[src/hw/rtl/lse_pkg.sv]
// ----------------------------------------------------------------------------
// lse_pkg
// types and constants of the lsb stego stream extractor
// ----------------------------------------------------------------------------
`timescale 1ns / 1ps

package lse_pkg;

  // cover bytes skipped before the hidden bit stream starts
  localparam int unsigned HEADER_BYTES = 54;

  // parse phase
  typedef enum logic [2:0] {
    PH_HEADER  = 3'd0,
    PH_MAGIC   = 3'd1,
    PH_EXT_LEN = 3'd2,
    PH_EXT     = 3'd3,
    PH_PAY_LEN = 3'd4,
    PH_PAY     = 3'd5,
    PH_HALT    = 3'd6
  } phase_e;

  // result kind
  typedef enum logic [2:0] {
    KIND_EXT       = 3'd0,
    KIND_PAY       = 3'd1,
    KIND_MAGIC_ERR = 3'd2,
    KIND_EXT_ERR   = 3'd3,
    KIND_EMPTY     = 3'd4
  } kind_e;

  // configuration register index
  typedef enum logic [1:0] {
    REG_MAGIC_CHARS  = 2'd0,
    REG_MAGIC_LENGTH = 2'd1,
    REG_MAX_EXT_LEN  = 2'd2
  } cfg_reg_e;

  // one result item
  typedef struct packed {
    kind_e      kind;
    logic [7:0] value;
    logic       last;
  } result_t;

  localparam logic [63:0] MAGIC_CHARS_RST  = 64'd10787;
  localparam logic [3:0]  MAGIC_LENGTH_RST = 4'd2;
  localparam logic [7:0]  MAX_EXT_LEN_RST  = 8'd8;
  localparam logic [3:0]  MAGIC_MAX        = 4'd8;

endpackage

[src/hw/rtl/lsb_stego_stream_extractor.sv]
// ----------------------------------------------------------------------------
// lsb_stego_stream_extractor
// skips the image header, gathers cover-byte lsbs msb first and parses the
// hidden frame: magic check, extension length and bytes, payload length and
// bytes
// ----------------------------------------------------------------------------
// channel   | direction | handshake                   | payload
// in        | sink      | in_valid_i / in_stall_o     | image_byte_i, frame_start_i
// out       | source    | out_valid_o / out_stall_i   | out_kind_o, out_value_o, out_last_o
// cfg       | sink      | cfg_valid_i / cfg_ready_o   | cfg_index_i, cfg_data_i
//
// one cover byte per cycle while in_stall_o is low; each result is registered into
// the output register. the parse state updates in the transfer cycle itself, and a
// two-entry output register with skid holds results while out_stall_i is high.
// in_stall_o rises only once the skid entry is full. rst_ni clears the parser
// to header skip and loads the register defaults; cfg_ready_o is always high.
// ----------------------------------------------------------------------------
`timescale 1ns / 1ps

module lsb_stego_stream_extractor (
  input  logic        clk_i,
  input  logic        rst_ni,
  // cover byte stream
  input  logic        in_valid_i,
  output logic        in_stall_o,
  input  logic [7:0]  image_byte_i,
  input  logic        frame_start_i,
  // result stream
  output logic        out_valid_o,
  input  logic        out_stall_i,
  output logic [2:0]  out_kind_o,
  output logic [7:0]  out_value_o,
  output logic        out_last_o,
  // register writes
  input  logic        cfg_valid_i,
  output logic        cfg_ready_o,
  input  logic [1:0]  cfg_index_i,
  input  logic [63:0] cfg_data_i
);

  // configuration registers
  logic [63:0] magic_chars_q;
  logic [3:0]  magic_length_q;
  logic [7:0]  max_ext_len_q;

  // parse state
  lse_pkg::phase_e phase_q, phase_d;
  logic [31:0] rem_q, rem_d;
  logic [4:0]  bit_pos_q, bit_pos_d;
  logic [31:0] gather_q, gather_d;
  logic [3:0]  magic_pos_q, magic_pos_d;

  // output register and skid entry
  logic             out_valid_q;
  lse_pkg::result_t out_q;
  logic             skid_valid_q;
  lse_pkg::result_t skid_q;

  // working values for the current byte
  logic            accept;
  lse_pkg::phase_e s_phase;
  logic [31:0]     s_rem;
  logic [4:0]      s_bit_pos;
  logic [31:0]     s_gather;
  logic [3:0]      s_magic_pos;
  logic            hdr_skip;
  logic            live;
  logic [3:0]      magic_count;
  logic [31:0]     gather_sh;
  logic [4:0]      bit_pos_inc;
  logic            word_done;
  logic            byte_done;
  logic [31:0]     rem_dec;
  logic [3:0]      magic_pos_inc;
  logic [7:0]      magic_want;
  logic            ext_too_long;

  logic             res_valid;
  lse_pkg::result_t res;

  assign in_stall_o  = skid_valid_q;
  assign accept      = in_valid_i && !in_stall_o;
  assign cfg_ready_o = 1'b1;

  // register writes, indexes beyond the list are dropped
  always_ff @(posedge clk_i or negedge rst_ni) begin
    if (!rst_ni) begin
      magic_chars_q  <= lse_pkg::MAGIC_CHARS_RST;
      magic_length_q <= lse_pkg::MAGIC_LENGTH_RST;
      max_ext_len_q  <= lse_pkg::MAX_EXT_LEN_RST;
    end else if (cfg_valid_i && cfg_ready_o) begin
      case (lse_pkg::cfg_reg_e'(cfg_index_i))
        lse_pkg::REG_MAGIC_CHARS:  magic_chars_q  <= cfg_data_i;
        lse_pkg::REG_MAGIC_LENGTH: magic_length_q <= cfg_data_i[3:0];
        lse_pkg::REG_MAX_EXT_LEN:  max_ext_len_q  <= cfg_data_i[7:0];
        default: ;
      endcase
    end
  end

  assign magic_count = (magic_length_q > lse_pkg::MAGIC_MAX) ? lse_pkg::MAGIC_MAX
                                                             : magic_length_q;

  // frame restart and header exit ahead of the bit gather
  always_comb begin
    s_phase     = phase_q;
    s_rem       = rem_q;
    s_bit_pos   = bit_pos_q;
    s_gather    = gather_q;
    s_magic_pos = magic_pos_q;
    if (frame_start_i) begin
      s_phase     = lse_pkg::PH_HEADER;
      s_rem       = '0;
      s_bit_pos   = '0;
      s_gather    = '0;
      s_magic_pos = '0;
    end
    hdr_skip = (s_phase == lse_pkg::PH_HEADER) &&
               (s_rem < 32'(lse_pkg::HEADER_BYTES));
    if (s_phase == lse_pkg::PH_HEADER && !hdr_skip) begin
      s_bit_pos   = '0;
      s_gather    = '0;
      s_magic_pos = '0;
      s_phase     = (magic_count == 4'd0) ? lse_pkg::PH_EXT_LEN : lse_pkg::PH_MAGIC;
    end
  end

  assign live          = !hdr_skip && (s_phase != lse_pkg::PH_HALT);
  assign gather_sh     = {s_gather[30:0], image_byte_i[0]};
  assign bit_pos_inc   = s_bit_pos + 5'd1;
  assign word_done     = (bit_pos_inc == 5'd0);
  assign byte_done     = (bit_pos_inc == 5'd8);
  assign rem_dec       = s_rem - 32'd1;
  assign magic_pos_inc = s_magic_pos + 4'd1;
  assign magic_want    = magic_chars_q[{s_magic_pos[2:0], 3'b000} +: 8];
  assign ext_too_long  = gather_sh > {24'd0, max_ext_len_q};

  // next parse state
  always_comb begin
    phase_d     = phase_q;
    rem_d       = rem_q;
    bit_pos_d   = bit_pos_q;
    gather_d    = gather_q;
    magic_pos_d = magic_pos_q;
    if (accept) begin
      phase_d     = s_phase;
      rem_d       = s_rem;
      bit_pos_d   = s_bit_pos;
      gather_d    = s_gather;
      magic_pos_d = s_magic_pos;
      if (hdr_skip) begin
        rem_d = s_rem + 32'd1;
      end else if (live) begin
        gather_d  = gather_sh;
        bit_pos_d = bit_pos_inc;
        case (s_phase)
          lse_pkg::PH_EXT_LEN: begin
            if (word_done) begin
              gather_d = '0;
              if (ext_too_long) begin
                phase_d = lse_pkg::PH_HALT;
              end else begin
                rem_d   = gather_sh;
                phase_d = (gather_sh == 32'd0) ? lse_pkg::PH_PAY_LEN : lse_pkg::PH_EXT;
              end
            end
          end
          lse_pkg::PH_PAY_LEN: begin
            if (word_done) begin
              gather_d = '0;
              if (gather_sh == 32'd0) begin
                phase_d = lse_pkg::PH_HALT;
              end else begin
                rem_d   = gather_sh;
                phase_d = lse_pkg::PH_PAY;
              end
            end
          end
          lse_pkg::PH_MAGIC: begin
            if (byte_done) begin
              bit_pos_d = '0;
              gather_d  = '0;
              if (gather_sh[7:0] != magic_want) begin
                phase_d = lse_pkg::PH_HALT;
              end else begin
                magic_pos_d = magic_pos_inc;
                if (magic_pos_inc >= magic_count) begin
                  phase_d = lse_pkg::PH_EXT_LEN;
                end
              end
            end
          end
          lse_pkg::PH_EXT: begin
            if (byte_done) begin
              bit_pos_d = '0;
              gather_d  = '0;
              rem_d     = rem_dec;
              if (rem_dec == 32'd0) begin
                phase_d = lse_pkg::PH_PAY_LEN;
              end
            end
          end
          lse_pkg::PH_PAY: begin
            if (byte_done) begin
              bit_pos_d = '0;
              gather_d  = '0;
              rem_d     = rem_dec;
              if (rem_dec == 32'd0) begin
                phase_d = lse_pkg::PH_HALT;
              end
            end
          end
          default: ;
        endcase
      end
    end
  end

  // result for the current byte
  always_comb begin
    res_valid = 1'b0;
    res.kind  = lse_pkg::KIND_EXT;
    res.value = '0;
    res.last  = 1'b0;
    if (accept && live) begin
      case (s_phase)
        lse_pkg::PH_EXT_LEN: begin
          if (word_done && ext_too_long) begin
            res_valid = 1'b1;
            res.kind  = lse_pkg::KIND_EXT_ERR;
            res.last  = 1'b1;
          end
        end
        lse_pkg::PH_PAY_LEN: begin
          if (word_done && gather_sh == 32'd0) begin
            res_valid = 1'b1;
            res.kind  = lse_pkg::KIND_EMPTY;
            res.last  = 1'b1;
          end
        end
        lse_pkg::PH_MAGIC: begin
          if (byte_done && gather_sh[7:0] != magic_want) begin
            res_valid = 1'b1;
            res.kind  = lse_pkg::KIND_MAGIC_ERR;
            res.last  = 1'b1;
          end
        end
        lse_pkg::PH_EXT: begin
          if (byte_done) begin
            res_valid = 1'b1;
            res.kind  = lse_pkg::KIND_EXT;
            res.value = gather_sh[7:0];
          end
        end
        lse_pkg::PH_PAY: begin
          if (byte_done) begin
            res_valid = 1'b1;
            res.kind  = lse_pkg::KIND_PAY;
            res.value = gather_sh[7:0];
            res.last  = (rem_dec == 32'd0);
          end
        end
        default: ;
      endcase
    end
  end

  // parse state registers
  always_ff @(posedge clk_i or negedge rst_ni) begin
    if (!rst_ni) begin
      phase_q     <= lse_pkg::PH_HEADER;
      rem_q       <= '0;
      bit_pos_q   <= '0;
      gather_q    <= '0;
      magic_pos_q <= '0;
    end else begin
      phase_q     <= phase_d;
      rem_q       <= rem_d;
      bit_pos_q   <= bit_pos_d;
      gather_q    <= gather_d;
      magic_pos_q <= magic_pos_d;
    end
  end

  // output register with skid entry
  always_ff @(posedge clk_i or negedge rst_ni) begin
    if (!rst_ni) begin
      out_valid_q  <= 1'b0;
      skid_valid_q <= 1'b0;
    end else if (!out_valid_q || !out_stall_i) begin
      if (skid_valid_q) begin
        out_valid_q  <= 1'b1;
        skid_valid_q <= 1'b0;
      end else begin
        out_valid_q <= res_valid;
      end
    end else if (res_valid) begin
      skid_valid_q <= 1'b1;
    end
  end

  // output and skid payload
  always_ff @(posedge clk_i) begin
    if (!out_valid_q || !out_stall_i) begin
      out_q <= skid_valid_q ? skid_q : res;
    end else if (res_valid) begin
      skid_q <= res;
    end
  end

  assign out_valid_o = out_valid_q;
  assign out_kind_o  = out_q.kind;
  assign out_value_o = out_q.value;
  assign out_last_o  = out_q.last;

endmodule

[config.mk]
export PLATFORM = sky130hd
export DESIGN_NAME = lsb_stego_stream_extractor
export DESIGN_NICKNAME = d
export VERILOG_FILES = /design/src/hw/rtl/lse_pkg.sv /design/src/hw/rtl/lsb_stego_stream_extractor.sv
export SDC_FILE = /design/constraint.sdc
export NUM_CORES = 1
export LEC_CHECK = 0
export ABC_AREA = 1
export BUFFER_PORTS_ARGS = -buffer_cell sky130_fd_sc_hd__buf_2
export CAP_MARGIN = 20
export CELL_PAD_IN_SITES_DETAIL_PLACEMENT = 1
export CELL_PAD_IN_SITES_GLOBAL_PLACEMENT = 1
export CORE_AREA = 2 2 164 166
export DETAILED_ROUTE_END_ITERATION = 6
export DIE_AREA = 0 0 166 168
export GPL_TIMING_DRIVEN = 1
export PLACE_DENSITY = 0.9
export SETUP_SLACK_MARGIN = 0.15
export SYNTH_ARGS = -nofsm -noshare
export SYNTH_HDL_FRONTEND = slang
export SYNTH_SLANG_ARGS = --single-unit
[constraint.sdc]
create_clock -name clk_i -period 5.6 [get_ports clk_i]
set_input_delay 0.28 -clock clk_i [delete_from_list [all_inputs] [get_ports clk_i]]
set_output_delay 0.28 -clock clk_i [all_outputs]
set_load 0.1 [all_outputs]
After elaboration in Yosys (flattened, before gate mapping):

Index checks and enable logic that the tools add are counted.

* word-level logic and storage cells: 130
* input bits: 80
* flip-flop bits (word level): 178
* output and inout port bits: 15

* equal/unequal tests: 10
* bitwise logic cells: 1
* order comparisons: 4
* reduce and logical (&&, ||, !) cells: 27
* shift-type cells: 1
* add/subtract/negate cells: 4
* multiplexer cells: 67

Operators by type and width (number)
* 32-bit 2-to-1 mux: 14
* 32-bit one-hot mux with 3 select lines: 1
* 32-bit zero test: 2
* 32-bit one-hot mux with 2 select lines: 1
* 64-bit by 7-bit variable part select with 8-bit output: 1
* 3-bit 2-to-1 mux: 16
* 32-bit by 1-bit adder with 32-bit output (second input constant): 1
* 32-bit by 8-bit greater-than comparator with 1-bit output: 1
* 32-bit by 6-bit < comparator with 1-bit output (second input constant): 1
* 4-bit 2-to-1 mux: 8
* 32-bit by 1-bit subtractor with 32-bit output (second input constant): 1
* 5-bit 2-to-1 mux: 6
* 3-bit one-hot mux with 5 select lines: 2
* 12-bit 2-to-1 mux: 2
* 8-bit one-hot mux with 2 select lines: 1
* 10-bit 2-to-1 mux: 1
* 1-bit logical AND: 8
* 1-bit 2-to-1 mux: 8
* 2-bit 2-to-1 mux: 4
* 8-bit 2-to-1 mux: 1
* 8-bit != test: 1
* 1-bit one-hot mux with 4 select lines: 2
* 2-bit AND reduction: 4
* 3-bit by 2-bit == test with 1-bit output (second input constant): 2
* 20 further kinds: 25

Longest topological paths before layout:

Gate-level depths: netlist of the first run.

* word-level depth: 14
* gate-level depth with buffers: 34
* mapped depth without buffers: 30

Least setup slack after synthesis of the first run:

OpenSTA, ideal clock, no wires.

* path kind: input port to flip-flop
* from: input port frame_start_i
* to: register skid_q[0] (netlist bit) (enable)
* stages on the path: 32
* data required time: 5.220 ns
* path buffers: 5
* data arrival time: 3.671 ns
* setup time: 0.380 ns
* slack: 1.549 ns
* cells stage by stage: buf_6 inv_4 buf_8 o21ai_2 nand2_2 nor2_1 nand2_1 nor2_4 nor2_4 nor2_4 buf_6 buf_6 buf_4 nand2_1 inv_2 ha_1 nand2_1 inv_1 nand2_1 o211ai_1 nand2_1 o211ai_1 o21ai_0 nand3_1 nor2_1 inv_1 nand3_1 nand2_1 inv_1 nand3_1 nand2_1 nor2_1

* longest elaborated chain between the ends: 13
* elaborated cells between the ends (all ways): 40
* those cells by class: 1 x add/sub; 2 x order compare; 8 x eq/ne; 1 x shift; 15 x mux; 13 x reduce/logical

RTL lines
* start, declared: line lsb_stego_stream_extractor.sv:27 `input logic frame_start_i,`
* 32-bit 2-to-1 mux / 3-bit 2-to-1 mux (equally long branches): line lsb_stego_stream_extractor.sv:111 `if (frame_start_i) begin`
* 32-bit by 6-bit < comparator with 1-bit output / 3-bit zero test (equally long branches): line lsb_stego_stream_extractor.sv:119, lsb_stego_stream_extractor.sv:118, lsb_stego_stream_extractor.sv:120
* 1-bit logical AND: line lsb_stego_stream_extractor.sv:118 `hdr_skip = (s_phase == lse_pkg::PH_HEADER) &&`
* 1-bit zero test: line lsb_stego_stream_extractor.sv:120, lsb_stego_stream_extractor.sv:128
* 1-bit logical AND: line lsb_stego_stream_extractor.sv:120 `if (s_phase == lse_pkg::PH_HEADER && !hdr_skip) begin`
* 4-bit 2-to-1 mux / 5-bit 2-to-1 mux (equally long branches): line lsb_stego_stream_extractor.sv:120
* 64-bit by 7-bit variable part select with 8-bit output / 5-bit by 1-bit adder with 5-bit output (equally long branches): line lsb_stego_stream_extractor.sv:135, lsb_stego_stream_extractor.sv:130
* 8-bit != test (tied with other cells): line lsb_stego_stream_extractor.sv:242 `if (byte_done && gather_sh[7:0] != magic_want) begin`
* 1-bit logical AND (on tied branches): line lsb_stego_stream_extractor.sv:242, lsb_stego_stream_extractor.sv:228, lsb_stego_stream_extractor.sv:235
* 1-bit 2-to-1 mux (on tied branches): line lsb_stego_stream_extractor.sv:242, lsb_stego_stream_extractor.sv:228, lsb_stego_stream_extractor.sv:235
* 1-bit one-hot mux with 4 select lines: line lsb_stego_stream_extractor.sv:226 `case (s_phase)`
* 1-bit 2-to-1 mux *: line lsb_stego_stream_extractor.sv:225 `if (accept && live) begin`
* 2-bit AND reduction (no source line) *
* end signal, assigned: line lsb_stego_stream_extractor.sv:307 `skid_q <= res;`
* end, declared: line lsb_stego_stream_extractor.sv:57 `lse_pkg::result_t skid_q;`

Mark *: on every way between the ends. The rest lies on a longest branch, timed or not.
A chain may end at the register's enable or synchronous reset.

Worst setup path after layout of the first run:

* from: register rem_q[16]
* to: register rem_q[17]

* longest elaborated chain between the ends: 12
* elaborated cells between the ends (all ways): 30
* those cells by class: 3 x add/sub; 2 x order compare; 6 x eq/ne; 12 x mux; 7 x reduce/logical

RTL lines
* start, declared: line lsb_stego_stream_extractor.sv:48 `logic [31:0] rem_q, rem_d;`
* start signal, assigned: line lsb_stego_stream_extractor.sv:278 `rem_q <= rem_d;`
* 32-bit 2-to-1 mux *: line lsb_stego_stream_extractor.sv:111
* 32-bit by 6-bit < comparator with 1-bit output: line lsb_stego_stream_extractor.sv:119 `(s_rem < 32'(lse_pkg::HEADER_BYTES));`
* 1-bit logical AND: line lsb_stego_stream_extractor.sv:118
* 1-bit zero test: line lsb_stego_stream_extractor.sv:120, lsb_stego_stream_extractor.sv:128
* 1-bit logical AND: line lsb_stego_stream_extractor.sv:120
* 32-bit 2-to-1 mux / 5-bit 2-to-1 mux (equally long branches): line lsb_stego_stream_extractor.sv:120
* 32-bit by 8-bit greater-than comparator with 1-bit output (tied with other cells): line lsb_stego_stream_extractor.sv:136 `assign ext_too_long = gather_sh > {24'd0, max_ext_len_q};`
* 32-bit 2-to-1 mux (tied with other cells): line lsb_stego_stream_extractor.sv:160 `if (ext_too_long) begin`
* 32-bit 2-to-1 mux (on tied branches)
* 32-bit one-hot mux with 3 select lines: line lsb_stego_stream_extractor.sv:156 `case (s_phase)`
* 32-bit 2-to-1 mux: line lsb_stego_stream_extractor.sv:153 `end else if (live) begin`
* 32-bit 2-to-1 mux *: line lsb_stego_stream_extractor.sv:151 `if (hdr_skip) begin`

Marks and branches as above.

==> impl_metrics.py, run 1 <==
metrics = {
    "run_status": {
        "status": "completed",
    },
    "synthesis": {
        "synth-xor-area-share_pct": 2.04,
        "synth_top_cell_by_area": "dfrtp_1",
        "yosysTopAreaCellShare_pct": 31.2,
        "synth_top_family_by_area": "simple AND/OR/NAND/NOR gates",
        "synth_simple_gate_area_share_pct": 31.7,
        "synth-edff-count": 24,
        "ys.flop_type": "dfrtp_1",
        "ys_ff_latch": 177,
        "syn_nets": 1687,
        "synth_seq_area_share_pct": 39.2,
        "syn_area_sq_um": 11600,
        "synth.area.top_cells": "dfrtp_1 31%, nand2_1 14%, nand3_1 7.9%",
        "synthCells": 1589,
        "synthDistinctLibCells": 53,
        "synth_compound_gate_area_share_pct": 11.5,
        "synthAdderAreaFrac_pct": 1.94,
        "syn_avg_cell_area_sq_um": 7.32,
        "ys_warn_count": 0,
        "synth_mux_area_share_pct": 5.42,
        "synthArstFlopShare_pct": 86.4,
    },
    "final_layout": {
        "fin_nets": 1753,
        "fillers": 3344,
        "final_common_cell": "nand2_1",
        "area_growth_pct": 12.3,
        "final_cell_mix": "428 x nand2_1, 182 x nand3_1, 145 x dfrtp_1",
        "drive_gt1_share_pct": 16.5,
    },
    "floorplanning": {
        "start_util_pct": 44.1,
        "die_y_microns": 168,
        "die_x_microns": 166,
        "core_area_sq_um": 26400,
        "ios": 95,
        "die_area_sq_um": 27900,
        "num_rows": 60,
    },
    "critical_path": {
        "r2r_slack_ns": 0.61,
        "endpoint": "rem_q[17]",
        "arrival_ns": 5.37,
        "worst-path-max-fanout": 16,
        "end_kind": "register",
        "required_ns": 5.98,
        "reg2reg_to": "rem_q[17]",
        "crit_start": "rem_q[16]",
        "start_kind": "register",
        "crit_type": "reg -> reg",
        "r2r_cells": 25,
        "r2r-start": "rem_q[16]",
    },
    "cts": {
        "clock-root-buffer": "clkbuf_16",
        "cts_tree": "built",
        "clk_path_buf_depth": 2,
        "htreeDepth": 4,
        "cts_buffers": 17,
        "cts_sinks": 177,
        "worstSkewPairLatency_ns": 0.47,
        "clk_pin_slew_ns": 0.11,
    },
    "flow_run": {
        "maxCapViolCount": 0,
    },
    "sta": {
        "slew_viol_final": 0,
        "final.setup_skew_ns": 0.0247,
        "rsz0062_at_grt": "no",
        "fmax_mhz": 201,
        "fin_crit_sh_pct": 89.0,
        "worstMarginPinSlew_ns": 0.897,
        "period_needed_ns": 4.99,
        "relSlewSlack_pct": 40.2,
        "final-setup-viol-count": 0,
        "finalHoldViolations": 0,
        "fin_setup_tns_ns": 0,
        "setup_ws_ns": 0.615,
    },
    "drt": {
        "final_antenna_net_count": 0,
        "vias": 11860,
        "avgRoutedWirePerCell_microns": 20.9,
        "drt-total-wl_mm": 42.0,
        "drc": 0,
        "viasPerCell": 5.90,
        "first_pass_iters": 5,
        "drt_iter0_markers": 906,
    },
    "global_route": {
        "grt_pass1_wl_mm": 67.5,
        "grt-ovfl-total": 0,
        "grt_max_degree": 91,
        "grt_antenna_before_repair": 1,
        "grt_usage_pct": 30.3,
        "grt_pass1_vias": 12598,
    },
    "placement": {
        "gp_congestion": 0.917,
        "dp_slack_ns": 0.902,
        "hpwl_mm": 27.9,
        "placement.io_buffers": 86,
    },
    "min_path": {
        "hold_class": "in -> reg",
    },
    "power_and_ir_drop": {
        "swShare_pct": 45.5,
        "vdd_drop_max_v": 0.000194,
        "p_per_area_nw_per_um2": 380,
        "power_frac_clock_pct": 28.4,
        "power.internal_mw": 2.70,
        "p_switching_mw": 2.26,
        "p_seq_share_pct": 33.4,
        "combPwrFrac_pct": 38.2,
        "p_leak_nw": 6.54,
    },
}
layout make-up:
cell class                 instances  area, sq um  share of cell area, %
clock buffer                      17          425                   3.26
tap                              341          427                   3.27
multi-input combinational       1185         6130                   47.0
sequential                       177         4560                   34.9
timing repair buffer             117          684                   5.24
antenna                            1         2.50                 0.0192
inverter                         157          592                   4.53
clock inverter                    15          235                   1.80
logic make-up (layout without fill, tap and decap cells):
kind of cell / Yosys count / in the layout
XOR/XNOR: 25 / 25
AND/OR/NAND/NOR: 841 / 841
adder cells (fa/ha/maj): 18 / 18
multiplexers: 56 / 56
flip-flops: 177 / 177
other: 1 / 2
buffers and inverters: 227 / 306
AO/OA/AOI/OAI: 244 / 244
cell usage after synthesis, types with 20 or more instances:
library cell  count
o21ai_0          76
inv_1           143
edfxtp_1         24
xor2_1           21
nand4_1          34
dfrtp_1         145
buf_2            20
nand2_1         429
mux2_2           56
nand3_1         183
o21ai_1          27
clkbuf_1         37
a21oi_1         106
nor2_1          141
metrics by stage:
step | utilization (%) | total power, mW | hold WS [ns] | cell area, sq um | instances
CTS | 49.5 | 4.93 | 0.0253 | 13100 | 2009
global placement | 47.0 | 3.36 | 0.439 | 12400 | 1976
detailed placement | 47.0 | 3.47 | 0.433 | 12400 | 1976
global route | 49.5 | 5.20 | 0.0237 | 13100 | 2009
floorplan | - | 2.89 | -0.0156 | 11600 | 1589
finish | 49.5 | 4.96 | 0.0299 | 13100 | 2010
worst min-delay path by stage:
stage | start | endpoint | slack (ns) | cells after the start
6_report | cfg_data_i[49] | magic_chars_q[49] | 0.03 | 2
3_3_place_gp | rst_ni | rem_q[3] | 0.44 | 1
3_5_place_dp | rst_ni | rem_q[3] | 0.43 | 1
4_1_cts | cfg_data_i[50] | magic_chars_q[50] | 0.03 | 2
2_1_floorplan | rst_ni | bit_pos_q[0] | -0.02 | 0
5_1_grt | cfg_data_i[42] | magic_chars_q[42] | 0.02 | 2
routing by layer:
| layer | vias up | share of wire, % | global-route usage [%] | wire length [microns] |
|---|---|---|---|---|
| met5 | - | 0.026 | 0 | 11 |
| met1 | 5865 | 40 | 36.4 | 16700 |
| met3 | 132 | 6.4 | 5.27 | 2700 |
| li1 | 5374 | - | - | - |
| met2 | 487 | 50 | 52.6 | 20900 |
| met4 | 2 | 4.1 | 14.7 | 1720 |
worst max-delay path, stage by stage, from the launching register on:
cell and delay, ns:
dfrtp_1 0.42, o21ai_1 0.37, nand2_2 0.12, nor2_4 0.14
nand2_1 0.17, nor2_4 0.18, nor2_4 0.06, nor2_4 0.26
nand2_1 0.14, inv_1 0.27, ha_1 0.35, nand4_1 0.18
inv_1 0.07, nand2_1 0.11, o211ai_1 0.16, o21ai_0 0.21
nand3_1 0.16, nor2_1 0.40, nand2_2 0.15, clkinv_1 0.09
nand2_1 0.06, nand2_2 0.32, nand3_1 0.22, nand3_1 0.13
nand2_1 0.05, o21ai_1 0.08
repair_timing:
action | CTS | global route
resized for setup | 0 | 1
hold buffers | 1 | 0
setup endpoints to repair | 0 | 2
setup buffers | 0 | 0
endpoints found under the hold margin | 87 | 0
flip-flops by register name, indices dropped and copies added (netlist names):
register / flops
magic_chars_q: 64
rem_q: 32
gather_q: 31
skid_q: 12
max_ext_len_q: 8
out_value_o: 8
bit_pos_q: 5
magic_length_q: 4
magic_pos_q: 4
out_kind_o: 3
phase_q: 3
in_stall_o: 1
out_last_o: 1
out_valid_o: 1
power by group through the flow:
stage	Clock (mW)	Sequential (mW)	Combinational, mW
2_1_floorplan	0	1.63	1.26
3_3_place_gp	0	1.65	1.71
3_5_place_dp	0	1.67	1.79
4_1_cts	1.42	1.65	1.85
5_1_grt	1.47	1.68	2.06
6_report	1.41	1.66	1.89
No activity file was read; power rests on OpenSTA's default activity.
==> inputs of run 2 (changes only) <==
==> constraint.sdc (replaced) <==
create_clock -name clk_i -period 4.9 [get_ports clk_i]
set_input_delay 0.245 -clock clk_i [delete_from_list [all_inputs] [get_ports clk_i]]
set_output_delay 0.245 -clock clk_i [all_outputs]
set_load 0.1 [all_outputs]
==> impl_metrics.py, run 2 (synthesis gave the netlist of run 1 again) <==
metrics = {
    "run_status": {
        "status": "completed",
    },
    "global_route": {
        "grt_pass1_vias": 12463,
        "grt_usage_pct": 28.7,
        "grt-ovfl-total": 0,
        "grt_antenna_before_repair": 0,
        "grt_max_degree": 66,
        "grt_pass1_wl_mm": 64.7,
    },
    "sta": {
        "relSlewSlack_pct": 37.3,
        "worstMarginPinSlew_ns": 0.940,
        "period_needed_ns": 4.44,
        "fmax_mhz": 225,
        "fin_setup_tns_ns": 0,
        "rsz0062_at_grt": "no",
        "slew_viol_final": 0,
        "final-setup-viol-count": 0,
        "finalHoldViolations": 0,
        "timing.hold.ws_ns": 0.00426,
        "fin_crit_sh_pct": 90.7,
        "final.setup_skew_ns": 0.0236,
    },
    "drt": {
        "drc": 0,
        "drt-total-wl_mm": 39.9,
        "viasPerCell": 5.81,
        "final_antenna_net_count": 0,
        "drt_iter0_markers": 822,
        "vias": 11680,
        "first_pass_iters": 5,
        "avgRoutedWirePerCell_microns": 19.9,
    },
    "final_layout": {
        "post-route-util_pct": 49.5,
        "seqCellArea_sq_um": 4560,
        "largest_registers": "magic_chars_q: 64 flops, rem_q: 32 flops, gather_q: 31 flops",
        "fillers": 3371,
        "largest_register_ffs": 64,
        "area_growth_pct": 12.2,
        "multi_input_area_sq_um": 6140,
        "final_area_sq_um": 13000,
        "final_cell_mix": "427 x nand2_1, 182 x nand3_1, 145 x dfrtp_1",
        "largest_register": "magic_chars_q",
        "final_cells": 2010,
        "drive_gt1_share_pct": 16.5,
        "final_common_cell": "nand2_1",
        "fin_nets": 1753,
    },
    "power_and_ir_drop": {
        "vdd_drop_max_v": 0.000242,
        "p_leak_nw": 6.53,
        "p_per_area_nw_per_um2": 421,
    },
    "min_path": {
        "hold_class": "in -> reg",
    },
    "critical_path": {
        "required_ns": 5.25,
        "start_kind": "register",
        "arrival_ns": 4.79,
        "worst-path-max-fanout": 13,
        "end_kind": "register",
        "r2r_slack_ns": 0.46,
        "crit_type": "reg -> reg",
    },
    "cts": {
        "clock-root-buffer": "clkbuf_16",
        "cts_sinks": 177,
        "worstSkewPairLatency_ns": 0.47,
        "cts_tree": "built",
        "htreeDepth": 4,
        "cts_buffers": 17,
        "clk_path_buf_depth": 2,
        "clk_pin_slew_ns": 0.10,
    },
    "floorplanning": {
        "die_x_microns": 166,
        "die_area_sq_um": 27900,
        "num_rows": 60,
        "core_area_sq_um": 26400,
        "start_util_pct": 44.1,
        "ios": 95,
        "die_y_microns": 168,
    },
    "placement": {
        "place_area_sq_um": 12400,
        "placement.io_buffers": 86,
        "placedCellCount": 1975,
        "hpwl_mm": 28.1,
        "gp_congestion": 0.937,
    },
    "flow_run": {
        "maxCapViolCount": 0,
    },
}
## run 2: cell count changes in the layout (fill, tap and decap cells not counted), sizes merged
cell / before / now
dlygate4sd3: 1 / 2
inv: 169 / 162
buf: 116 / 115
clkinv: 3 / 10
## run 2: layer usage
layer	up-vias	track usage, %	wire length [microns]
met5	-	0	0
li1	5369	-	-
met1	5826	35.1	16300
met2	390	50.5	20100
met3	95	4.58	2190
met4	0	11.9	1360
## run 2: stage by stage
| stage | worst slack (ns) | power, mW |
|---|---|---|
| global placement | 0.525 | 3.83 |
| CTS | 0.362 | 5.47 |
| global route | 0.161 | 5.79 |
| floorplan | 0.866 | 3.30 |
| finish | 0.455 | 5.50 |
| detailed placement | 0.375 | 3.94 |
## run 2: what timing repair did
action	4_1_cts	5_1_grt
hold buffers	2	0
endpoints found under the setup margin	0	33
setup buffers	0	0
hold endpoints to repair	33	0
resized for setup	0	4
## run 2: layout make-up
cell class                 count  share of cell area [%]
multi-input combinational   1185                    47.1
clock buffer                  17                    3.26
antenna                        1                  0.0192
tap                          341                    3.27
sequential                   177                    34.9
clock inverter                15                    1.66
timing repair buffer         117                    5.26
inverter                     157                    4.54
## run 2: path summary, 6_finish.rpt
check | from | to | cells past startpoint
min in group asynchronous | rst_ni | rem_q[2] | 2
worst min register to register | phase_q[1] | phase_q[1] | 2
worst max-delay path | rem_q[10] | rem_q[2] | 26
worst min-delay path | cfg_data_i[33] | magic_chars_q[33] | 2
worst max register to register | rem_q[10] | rem_q[2] | 26
max in group asynchronous | rst_ni | magic_chars_q[52] | 3
## run 2: power by group
part,internal (mW),total (mW),switching (mW)
clock,0.715,1.50,0.784
sequential,1.72,1.89,0.166
combinational,0.616,2.11,1.49
## run 2: worst max-delay path: stages, from the launching register on
cell,delay (ns)
dfrtp_1,0.41
o21ai_0,0.25
nand2_1,0.16
nor2_4,0.21
nand2_2,0.12
nor2_4,0.13
nor2_4,0.06
nor2_4,0.27
nand2_1,0.12
inv_1,0.21
ha_1,0.29
nand2_1,0.09
inv_1,0.07
nand2_1,0.06
o211ai_1,0.09
nand2_1,0.10
o211ai_1,0.08
o21ai_0,0.17
nand3_1,0.16
nor2_2,0.27
nand2_2,0.12
nand2_2,0.16
nand3b_2,0.34
nand2_1,0.17
nand4_1,0.09
nand2_1,0.08
nand2_1,0.05
==> inputs of run 3 (changes only) <==
--- a/config.mk
+++ b/config.mk
@@ -15,6 +15,7 @@
 export DIE_AREA = 0 0 166 168
 export GPL_TIMING_DRIVEN = 1
 export PLACE_DENSITY = 0.9
+export RECOVER_POWER = 50
 export SETUP_SLACK_MARGIN = 0.15
 export SYNTH_ARGS = -nofsm -noshare
 export SYNTH_HDL_FRONTEND = slang
==> impl_metrics.py, run 3 (synthesis gave the netlist of run 1 again) <==
metrics = {
    "global_route": {
        "grt-ovfl-total": 0,
        "grt_max_degree": 66,
        "grt_antenna_before_repair": 0,
        "grt_pass1_wl_mm": 64.7,
        "grt_usage_pct": 28.7,
        "grt_pass1_vias": 12463,
    },
    "cts": {
        "clock-root-buffer": "clkbuf_16",
        "cts_tree": "built",
        "worstSkewPairLatency_ns": 0.46,
        "clk_pin_slew_ns": 0.10,
        "htreeDepth": 4,
        "cts_buffers": 17,
        "clk_path_buf_depth": 2,
        "cts_sinks": 177,
    },
    "sta": {
        "fmax_mhz": 225,
        "final.setup_skew_ns": 0.0254,
        "rsz0062_at_grt": "no",
        "worstMarginPinSlew_ns": 2.26,
        "slew_viol_final": 200,
        "period_needed_ns": 4.44,
        "final-setup-viol-count": 0,
        "finalHoldViolations": 0,
        "fin_crit_sh_pct": 90.7,
        "relSlewSlack_pct": -50.5,
        "fin_setup_tns_ns": 0,
    },
    "power_and_ir_drop": {
        "p_seq_share_pct": 34.4,
        "power.internal_mw": 3.05,
        "combPwrFrac_pct": 38.3,
        "swShare_pct": 44.4,
        "vdd_drop_max_v": 0.000239,
        "p_leak_nw": 6.46,
        "power_frac_clock_pct": 27.2,
        "p_switching_mw": 2.43,
        "p_per_area_nw_per_um2": 422,
    },
    "floorplanning": {
        "die_x_microns": 166,
        "core_area_sq_um": 26400,
        "num_rows": 60,
        "die_y_microns": 168,
        "ios": 95,
        "start_util_pct": 44.1,
        "die_area_sq_um": 27900,
    },
    "final_layout": {
        "final_cell_mix": "427 x nand2_1, 183 x nand3_1, 145 x dfrtp_1",
        "final_common_cell": "nand2_1",
        "fillers": 3379,
        "largest_registers": "magic_chars_q: 64 flops, rem_q: 32 flops, gather_q: 31 flops",
        "fin_nets": 1753,
        "area_growth_pct": 11.9,
        "post-route-util_pct": 49.4,
        "multi_input_area_sq_um": 6130,
        "drive_gt1_share_pct": 15.4,
        "seqCellArea_sq_um": 4560,
        "largest_register": "magic_chars_q",
        "largest_register_ffs": 64,
    },
    "drt": {
        "final_antenna_net_count": 0,
        "vias": 11668,
        "avgRoutedWirePerCell_microns": 19.8,
        "first_pass_iters": 5,
        "viasPerCell": 5.80,
        "drt-total-wl_mm": 39.8,
        "drt_iter0_markers": 860,
        "drc": 0,
    },
    "min_path": {
        "hold_class": "in -> reg",
        "holdPathStages": 2,
        "min_from": "cfg_data_i[33]",
        "hold_end": "magic_chars_q[33]",
    },
    "critical_path": {
        "worst-path-max-fanout": 38,
        "end_kind": "register",
        "required_ns": 5.10,
        "r2r_cells": 22,
        "start_kind": "register",
        "r2r_slack_ns": 0.46,
        "arrival_ns": 4.64,
        "crit_type": "reg -> reg",
        "r2r-start": "rem_q[11]",
        "reg2reg_to": "skid_q[1]",
    },
    "run_status": {
        "violations": "capacitance limit, slew limit",
        "status": "complete, but fails checks",
    },
    "placement": {
        "placement.io_buffers": 86,
        "gp_congestion": 0.937,
        "hpwl_mm": 28.1,
    },
    "flow_run": {
        "maxCapViolCount": 4,
    },
}
-- run 3: power groups by stage --
stage	Clock, mW	Sequential [mW]	Combinational (mW)
2_1_floorplan	0	1.86	1.44
3_3_place_gp	0	1.89	1.95
3_5_place_dp	0	1.91	2.03
4_1_cts	1.51	1.88	2.08
5_1_grt	1.56	1.92	2.31
6_report	1.49	1.89	2.10
-- run 3: metal layers --
metal  vias to the layer above  GRT usage (%)  routed length, microns
met1                      5775           35.1                   16000
li1                       5367              -                       -
met2                       419           50.5                   20000
met5                         -              0                       0
met3                       107           4.58                    2420
met4                         0           11.9                    1440
-- run 3: timing repair --
action | CTS | global route
setup endpoints to repair | 0 | 33
gates resized for setup | 0 | 4
hold buffers | 2 | 0
setup buffers | 0 | 0
hold endpoints to repair | 33 | 0
-- run 3: worst max-delay path, stage by stage, from the launching register on --
cell	delay, ns
dfrtp_1	0.41
o21ai_0	0.26
nand2_1	0.16
nor2_4	0.21
nand2_2	0.12
o21ai_2	0.20
buf_4	0.44
nand2_2	0.54
nand2_1	0.19
nand3_1	0.11
nand3_1	0.18
nand2_1	0.08
nand2_1	0.08
nand2_1	0.05
inv_1	0.05
nand2_1	0.10
nor2_2	0.19
nand2_1	0.15
nand2_1	0.14
nand3_1	0.10
nand2_1	0.11
nor2_1	0.06
buf_4	0.23
-- run 3: worst max-delay path by stage --
stage,from,endpoint,slack (ns),cells after the start
6_report,rem_q[11],skid_q[1],0.46,22
2_1_floorplan,phase_q[2],skid_q[0],0.87,28
4_1_cts,rem_q[17],rem_q[3],0.36,27
3_5_place_dp,frame_start_i,rem_q[17],0.37,30
5_1_grt,rem_q[10],skid_q[1],0.16,23
3_3_place_gp,frame_start_i,out_value_o[5],0.52,21
-- run 3: layout make-up --
class	instances	area share [%]
timing repair buffer	117	5.04
tap	341	3.28
antenna	1	0.0192
inverter	157	4.55
clock buffer	17	3.27
clock inverter	15	1.66
multi-input combinational	1185	47.1
sequential	177	35.0
-- run 3: stage by stage --
stage,instances,hold WS [ns],cell area [sq um],power [mW],worst slack (ns)
4_1_cts,2009,0.00255,13000,5.47,0.362
3_5_place_dp,1975,0.169,12400,3.94,0.375
2_1_floorplan,1589,-0.0506,11600,3.30,0.866
5_1_grt,2009,0.0112,13000,5.79,0.161
3_3_place_gp,1975,0.165,12400,3.83,0.525
6_report,2010,0.00695,13000,5.48,0.458
